==> config.mk <==
export PLATFORM = sky130hd
export DESIGN_NAME = sacl_lookup
export DESIGN_NICKNAME = d
export VERILOG_FILES = /design/src/rtl/sacl_pkg.sv /design/src/rtl/sacl_lookup.sv
export SDC_FILE = /design/constraint.sdc
export NUM_CORES = 1
export LEC_CHECK = 0
export ABC_CLOCK_PERIOD_IN_PS = 14000
export BUFFER_PORTS_ARGS = -buffer_cell sky130_fd_sc_hd__buf_4
export CAP_MARGIN = 10
export CORE_AREA = 3 3 445 447
export DETAILED_ROUTE_END_ITERATION = 10
export DIE_AREA = 0 0 448 450
export GPL_TIMING_DRIVEN = 0
export PLACE_DENSITY = 0.33
export RECOVER_POWER = 25
export SYNTH_ARGS = -nofsm -noshare
export SYNTH_HDL_FRONTEND = slang
export SYNTH_SLANG_ARGS = --single-unit
==> constraint.sdc <==
create_clock -name vclk -period 14
set_clock_uncertainty 0.1 [all_clocks]
set_input_delay 0.7 -clock vclk [all_inputs]
set_output_delay 0.7 -clock vclk [all_outputs]
set_load 0.005 [all_outputs]
==> src/rtl/sacl_pkg.sv <==
// Shared types and constants of the set-associative cache LRU tag store.
// No dependencies; every other file in rtl/ imports this package.
package sacl_pkg;

   // Configuration port geometry and register indexes
   localparam int CSR_IDX_W  = 2;
   localparam int CSR_DATA_W = 6;

   localparam logic [CSR_IDX_W-1:0] CSR_SET_INDEX_BITS = 2'd0;
   localparam logic [CSR_IDX_W-1:0] CSR_OFFSET_BITS    = 2'd1;
   localparam logic [CSR_IDX_W-1:0] CSR_WAYS_IN_USE    = 2'd2;

   // Register field widths
   localparam int SET_BITS_CFG_W = 3;
   localparam int OFFSET_CFG_W   = 6;
   localparam int WAYS_CFG_W     = 4;

   // Shift amount: offset (up to 63) plus set bits (up to 7)
   localparam int SHIFT_W = 7;

   // Width of the running totals on the result channel
   localparam int TOTAL_W = 32;

   typedef struct packed {
      logic hit;
      logic miss;
      logic evict;
   } lookup_flags_type;

endpackage

==> src/rtl/sacl_lookup.sv <==
// Way logic for one set: tag match, fill/victim choice and LRU age update.
// Depends on sacl_pkg for the flag struct and the ways register width.
module sacl_lookup
   import sacl_pkg::*;
#(
   parameter int MAX_WAYS  = 8,
   parameter int ADDR_BITS = 64,
   parameter int AGE_W     = 3
) (
   input  logic [WAYS_CFG_W-1:0]            ways_cfg,
   input  logic [ADDR_BITS-1:0]             tag,
   input  logic [MAX_WAYS*ADDR_BITS-1:0]    tag_row,
   input  logic [MAX_WAYS*(AGE_W+1)-1:0]    meta_row,
   output logic [MAX_WAYS*ADDR_BITS-1:0]    new_tag_row,
   output logic [MAX_WAYS*(AGE_W+1)-1:0]    new_meta_row,
   output lookup_flags_type                 flags
);

   localparam int WAY_IW = (MAX_WAYS > 1) ? $clog2(MAX_WAYS) : 1;
   localparam int META_W = AGE_W + 1;
   localparam logic [AGE_W-1:0] AGE_MAX = AGE_W'(MAX_WAYS - 1);

   logic [MAX_WAYS-1:0] in_use;
   logic [MAX_WAYS-1:0] valid;
   logic [MAX_WAYS-1:0] match;
   logic [MAX_WAYS-1:0] empty;
   logic [AGE_W-1:0]    age [MAX_WAYS];

   logic [WAY_IW-1:0]   hit_way;
   logic [WAY_IW-1:0]   empty_way;
   logic [WAY_IW-1:0]   victim_way;
   logic [WAY_IW-1:0]   way_sel;
   logic                hit;
   logic                found_empty;
   logic                was_valid;
   logic [AGE_W-1:0]    old_age;

   // unpack the set; way 0 is always in use, zero ways acts as one
   always_comb begin
      for (int i = 0; i < MAX_WAYS; i++) begin
         valid[i]  = meta_row[i*META_W + AGE_W];
         age[i]    = meta_row[i*META_W +: AGE_W];
         in_use[i] = (i == 0) || (int'(ways_cfg) > i);
         match[i]  = in_use[i] && valid[i] &&
                     (tag_row[i*ADDR_BITS +: ADDR_BITS] == tag);
         empty[i]  = in_use[i] && !valid[i];
      end
   end

   // lowest matching way, lowest empty way, oldest way (lowest on a tie)
   always_comb begin
      hit_way    = '0;
      empty_way  = '0;
      victim_way = '0;
      for (int i = MAX_WAYS - 1; i >= 0; i--) begin
         if (match[i]) begin
            hit_way = WAY_IW'(i);
         end
         if (empty[i]) begin
            empty_way = WAY_IW'(i);
         end
      end
      for (int i = 1; i < MAX_WAYS; i++) begin
         if (in_use[i] && (age[i] > age[victim_way])) begin
            victim_way = WAY_IW'(i);
         end
      end
   end

   assign hit         = |match;
   assign found_empty = |empty;
   assign was_valid   = hit || !found_empty;
   assign way_sel     = hit ? hit_way : (found_empty ? empty_way : victim_way);
   assign old_age     = age[way_sel];

   // chosen way is newest; valid in-use ways age +1 if younger or on a fill
   always_comb begin
      new_tag_row  = tag_row;
      new_meta_row = meta_row;
      for (int i = 0; i < MAX_WAYS; i++) begin
         if (WAY_IW'(i) == way_sel) begin
            new_tag_row[i*ADDR_BITS +: ADDR_BITS] = tag;
            new_meta_row[i*META_W + AGE_W]        = 1'b1;
            new_meta_row[i*META_W +: AGE_W]       = '0;
         end else if (in_use[i] && valid[i] && (!was_valid || (age[i] < old_age)) &&
                      (age[i] < AGE_MAX)) begin
            new_meta_row[i*META_W +: AGE_W] = age[i] + 1'b1;
         end
      end
   end

   assign flags.hit   = hit;
   assign flags.miss  = !hit;
   assign flags.evict = !hit && !found_empty;

endmodule
# ---- Word level (Yosys, flattened, before mapping)
# Cells that the tools add are included.
dict set report word_totals {
  out_inout_bits 547
  regBits 0
  elab_cells 214
}
dict set report classes {
  reduce_logical 69
  addsub 8
  muxes 78
  bitwise 7
  n_eq_ne 15
  magnitude_cmp 37
}
# op n
set op_table {}
lappend op_table {{$eq 64x64->1} 8}
lappend op_table {{$mux 64} 8}
lappend op_table {{$mux 3} 54}
lappend op_table {{$bmux 3 s3} 7}
lappend op_table {{$logic_and 1x1->1} 46}
lappend op_table {{$ge 4x4->1 const B} 7}
lappend op_table {{$not 3->4} 7}
lappend op_table {{$add 3x1->3 const B} 8}
lappend op_table {{$lt 3x3->1} 8}
lappend op_table {{$lt 3x3->1 const B} 8}
lappend op_table {{$gt 3x3->1} 7}
lappend op_table {{$gt 4x3->1 const B} 4}
lappend op_table {{$reduce_or 8->1} 2}
lappend op_table {{$eq 3x3->1 const A} 4}
lappend op_table {{$logic_not 1->1} 11}
lappend op_table {{$logic_or 1x1->1} 9}
lappend op_table {{$mux 1} 9}
lappend op_table {{$gt 4x2->1 const B} 2}
lappend op_table {{$eq 2x3->1 const A} 2}
lappend op_table {{$gt 4x1->1 const B} 1}
lappend op_table {{$eq 1x3->1 const A} 1}
lappend op_table {{$logic_not 3->1} 1}

# ---- Logic depth before layout (Yosys ltp)
dict set report depth {
  ltp_word 57
  depth_mapped 75
  depth_no_buf 71
}

# ---- Least setup slack after synthesis
# Ideal clock, no wire load.
dict set report synth_timing {
  path_kind {input to output}
  from {input port meta_row[1]}
  to {output port new_meta_row[26]}
  arrival_ps 12601
  path_slack_ps 599
  t_required_ps 13200
  stages 68
  n_path_buf 3
  path_cell_list {inv_1 > ha_1 > nor2b_1 > o21a_1 > o21a_1 > a21oi_1 > ha_1 > nor2b_1 > o21a_1 > o21ai_0 > clkbuf_1 > nor2_1 > a21o_1 > ha_1 > nor2b_1 > o21a_1 > o21ai_1 > mux2_2 > [... 32 more ...] > a21oi_1 > a21oi_1 > ha_1 > o2111ai_1 > nand3_1 > o31ai_1 > and3_1 > o21ai_2 > nand2_2 > mux2_2 > nand2_1 > o21ai_0 > a21oi_1 > ha_1 > a31oi_1 > a21oi_1 > or4_1 > a21oi_1}
}
dict set report synth_via {
  elab_chain_len 57
  word_cells_on_any_way 58
  classes_between {8 x order compare; 1 x eq/ne; 32 x mux; 7 x bitwise; 10 x reduce/logical}
}
# item line_no
set synth_rtl {}
lappend synth_rtl {{from (decl)} sacl_lookup.sv:13} ;# input logic [MAX_WAYS*(AGE_W+1)-1:0] meta_row,
lappend synth_rtl {{$gt 3x3->1} sacl_lookup.sv:64} ;# if (in_use[i] && (age[i] > age[victim_way])) begin
lappend synth_rtl {{$logic_and 1x1->1} sacl_lookup.sv:64}
lappend synth_rtl {{$mux 1} sacl_lookup.sv:64}
lappend synth_rtl {{$not 3->4 (implied by the code)} sacl_lookup.sv:64}
lappend synth_rtl {{$bmux 3 s3} sacl_lookup.sv:64}
lappend synth_rtl {{$mux 3 (implied by the code) (2 in series)} sacl_lookup.sv:64}
lappend synth_rtl {{$gt 3x3->1} sacl_lookup.sv:64}
lappend synth_rtl {{$logic_and 1x1->1} sacl_lookup.sv:64}
lappend synth_rtl {{[... 38 more ...]} -}
lappend synth_rtl {{$not 3->4 (implied by the code)} sacl_lookup.sv:74} ;# assign old_age = age[way_sel];
lappend synth_rtl {{$bmux 3 s3} sacl_lookup.sv:74}
lappend synth_rtl {{$mux 3 (implied by the code) (2 in series)} sacl_lookup.sv:74}
lappend synth_rtl {{$lt 3x3->1} sacl_lookup.sv:85} ;# end else if (in_use[i] && valid[i] && (!was_valid || (age[i] < old_age)) &&
lappend synth_rtl {{$logic_or 1x1->1} sacl_lookup.sv:85}
lappend synth_rtl {{$logic_and 1x1->1 (2 in series)} sacl_lookup.sv:85}
lappend synth_rtl {{$mux 3} sacl_lookup.sv:85}
lappend synth_rtl {{$mux 3 (*)} sacl_lookup.sv:81} ;# if (WAY_IW'(i) == way_sel) begin
lappend synth_rtl {{to (decl)} sacl_lookup.sv:15} ;# output logic [MAX_WAYS*(AGE_W+1)-1:0] new_meta_row,
# Every way passes the cells marked *; elsewhere a longest branch is shown, timed or not. The select of a mux whose other input is x is not followed.

# ---- Final worst setup path
dict set report layout_timing {
  from {input port meta_row[2]}
  to {output port new_tag_row[201]}
}
dict set report layout_via {
  elab_chain_len 49
}
# item line_no
set layout_rtl {}
lappend layout_rtl {{$gt 3x3->1} sacl_lookup.sv:64}
lappend layout_rtl {{$logic_and 1x1->1} sacl_lookup.sv:64}
lappend layout_rtl {{$mux 1} sacl_lookup.sv:64}
lappend layout_rtl {{$not 3->4 (implied by the code)} sacl_lookup.sv:64}
lappend layout_rtl {{$bmux 3 s3} sacl_lookup.sv:64}
lappend layout_rtl {{$mux 3 (implied by the code) (2 in series)} sacl_lookup.sv:64}
lappend layout_rtl {{$gt 3x3->1} sacl_lookup.sv:64}
lappend layout_rtl {{$logic_and 1x1->1} sacl_lookup.sv:64}
lappend layout_rtl {{[... 30 more ...]} -}
lappend layout_rtl {{$bmux 3 s3} sacl_lookup.sv:64}
lappend layout_rtl {{$mux 3 (implied by the code) (2 in series)} sacl_lookup.sv:64}
lappend layout_rtl {{$gt 3x3->1} sacl_lookup.sv:64}
lappend layout_rtl {{$logic_and 1x1->1} sacl_lookup.sv:64}
lappend layout_rtl {{$mux 3 (*)} sacl_lookup.sv:64}
lappend layout_rtl {{$mux 3 (*) (2 in series)} sacl_lookup.sv:73} ;# assign way_sel = hit ? hit_way : (found_empty ? empty_way : victim_way);
lappend layout_rtl {{$eq 2x3->1 (*)} sacl_lookup.sv:81}
lappend layout_rtl {{$mux 64 (*)} sacl_lookup.sv:81}
lappend layout_rtl {{to (decl)} sacl_lookup.sv:14} ;# output logic [MAX_WAYS*ADDR_BITS-1:0] new_tag_row,
# Marks and branches as above.

==> results_dict.tcl <==
set metrics [dict create \
    via_per_inst 4.42 \
    track_usage_pct 28.8 \
    hold_viol 0 \
    finalWeightedCongestion 0.949 \
    antenna_found_initial 244 \
    stdcell_area_um2 29000 \
    netlist_top_cells_area "mux2_2, xnor2_1, xor2_1, nand4_1, buf_2" \
    cpPeakStageDelay_ns 0.48 \
    worst_pin_slew_ns 2.38 \
    min_period_over_period_pct 97.3 \
    start_util_pct 8.35 \
    nets 3836 \
    cp.required_ns 13.20 \
    min_to "new_tag_row[408]" \
    dr.pass1.iters 5 \
    place_area_um2 27900 \
    synth_xor_area_share_pct 26.5 \
    grt-ovfl-total 0 \
    crit_top_cell "o21a_1" \
    core_um2 195000 \
    yosys.area_share.adder_pct 2.85 \
    yosys.area.top_type "mux2_2" \
    synth_top_family_by_area "multiplexers" \
    num_rows 162 \
    period_needed_ns 13.62 \
    postCtsHoldBufs 0 \
    syn_inst 2039 \
    regArea_um2 0 \
    port_buffers 1094 \
    crit_type "in2out" \
    hp-start "tag_row[408]" \
    max_freq_mhz 73.4 \
    run_status "finished with violations" \
    synth_cell_types 84 \
    crit_path_start_kind "primary input" \
    drtIter0Drc 2688 \
    netlist_area_um2 16200 \
    synth_compound_gate_area_share_pct 9.30 \
    synth_nets 2688 \
    drv_slew 19 \
    rsz0062_at_grt "yes" \
    drv_cap 3 \
    crit_arrival_ns 12.82 \
    holdWs_ns 1.62 \
    route.detailed.drc 0 \
    fill_cells 22476 \
    synth_area_per_cell_um2 7.96 \
    yosys.area.top_type_share_pct 34.7 \
    violations "capacitance limit, slew limit" \
    critical_path.slowest_cell "buf_2" \
    hp-class "in2out" \
    dp_hpwl_mm 257 \
    yosys-mux-area-fraction_pct 35.6 \
    min_path_cells 3 \
    yosys.area_share.simple_pct 19.1 \
    drive_above_1_share_pct 60.2 \
    synth_most_common_cell "mux2_2" \
    routed-via-count 25635 \
    grt_max_degree 11 \
    ys_top_cells_by_count "mux2_2, xnor2_1, xor2_1, buf_2, nand4_1" \
    critPathMaxFanout 10 \
    io_pins 1159 \
    setup_viol 0 \
    grt_pass1_vias 24247 \
    endpoint_kind "output port" \
    ys_warn_count 0 \
    routed_wl_mm 305 \
    die_area_um2 202000 \
    final_antenna_net_count 0 \
    relSlewSlack_pct -58.9 \
    wl_per_cell_um 52.6 \
    die_w_um 448 \
    syn2layout_area_growth_pct 78.4 \
    fin_setup_tns_ns 0 \
    grt_pass1_wl_mm 358 \
    die_h_um 450 \
    nFlopsAndLatches 0 \
    ys_seq_area_share_pct 0 \
    nClkBuffers 0 \
]
-- logic make-up (layout without fill, tap and decap cells) --
family	Yosys count	in the layout
AOI/OAI and AO/OA	213	213
xor gates and xnor gates	491	491
adders and majority gates	37	37
buffers and inverters	239	1385
muxes	515	515
other	0	74
and+or+nand+nor	544	544
-- per-layer routing --
layer  global-route usage (%)  wire length, um
met1                     32.9           115000
met4                     12.5            17600
met5                        0             1270
met3                     11.5            32500
met2                     47.1           139000
-- timing repair --
action	4_1_cts	5_1_grt
pin swaps	21	46
setup buffers	26	17
gates resized for setup	63	95
setup endpoints to repair	544	502
-- worst max-delay path: cells and delay by family --
family | cells | cell delay (ns)
simple gates | 19 | 2.07
compound gates | 30 | 5.15
mux | 2 | 0.58
buf+inv | 11 | 2.26
fa+ha+maj | 7 | 1.98
-- metrics by stage --
stage          std cells  setup slack, ns  util [%]
2_1_floorplan       2039            0.599         -
3_3_place_gp        5675            -4.20      14.2
3_5_place_dp        5687            -3.44      14.3
4_1_cts             5711          0.00533      14.5
5_1_grt             5740           -0.109      14.8
6_report            5801            0.384      14.9
-- layout by cell type, fill, tap and decap left out, types with 7 or more instances in the layout --
cell type     n
buf_4      1136
mux2_2      497
xnor2_1     296
xor2_1      195
nand4_1     127
buf_2       126
nor4_1       96
nor2_1       77
diode_2      74
nand2_1      50
clkbuf_1     47
a21oi_1      44
nor2b_1      43
o21ai_0      33
inv_1        32
ha_1         31
nand3_1      28
nor3_1       23
clkbuf_2     16
mux2i_1      14
nand2b_1     12
or4_1        12
a211oi_2     11
a21oi_2       9
o21a_1        8
buf_8         8
o21ai_2       8
buf_6         8
or2_2         8
nor2_2        7
-- worst max path at each step --
stage	start	to	slack, ns
6_report	meta_row[2]	new_tag_row[201]	0.38
5_1_grt	meta_row[1]	new_meta_row[30]	-0.11
4_1_cts	meta_row[1]	new_tag_row[132]	0.005
3_5_place_dp	ways_cfg[2]	new_tag_row[315]	-3.44
3_3_place_gp	ways_cfg[2]	new_tag_row[315]	-4.20
2_1_floorplan	meta_row[1]	new_meta_row[26]	0.60
-- cell type report --
type	instances	area [um2]	share of cell area (%)
multi-input cells	1800	15700	54.2
repair buffers	1148	8770	30.3
plain buffers	200	977	3.37
diodes	74	185	0.639
well taps	2542	3180	11.0
inverters	37	151	0.523
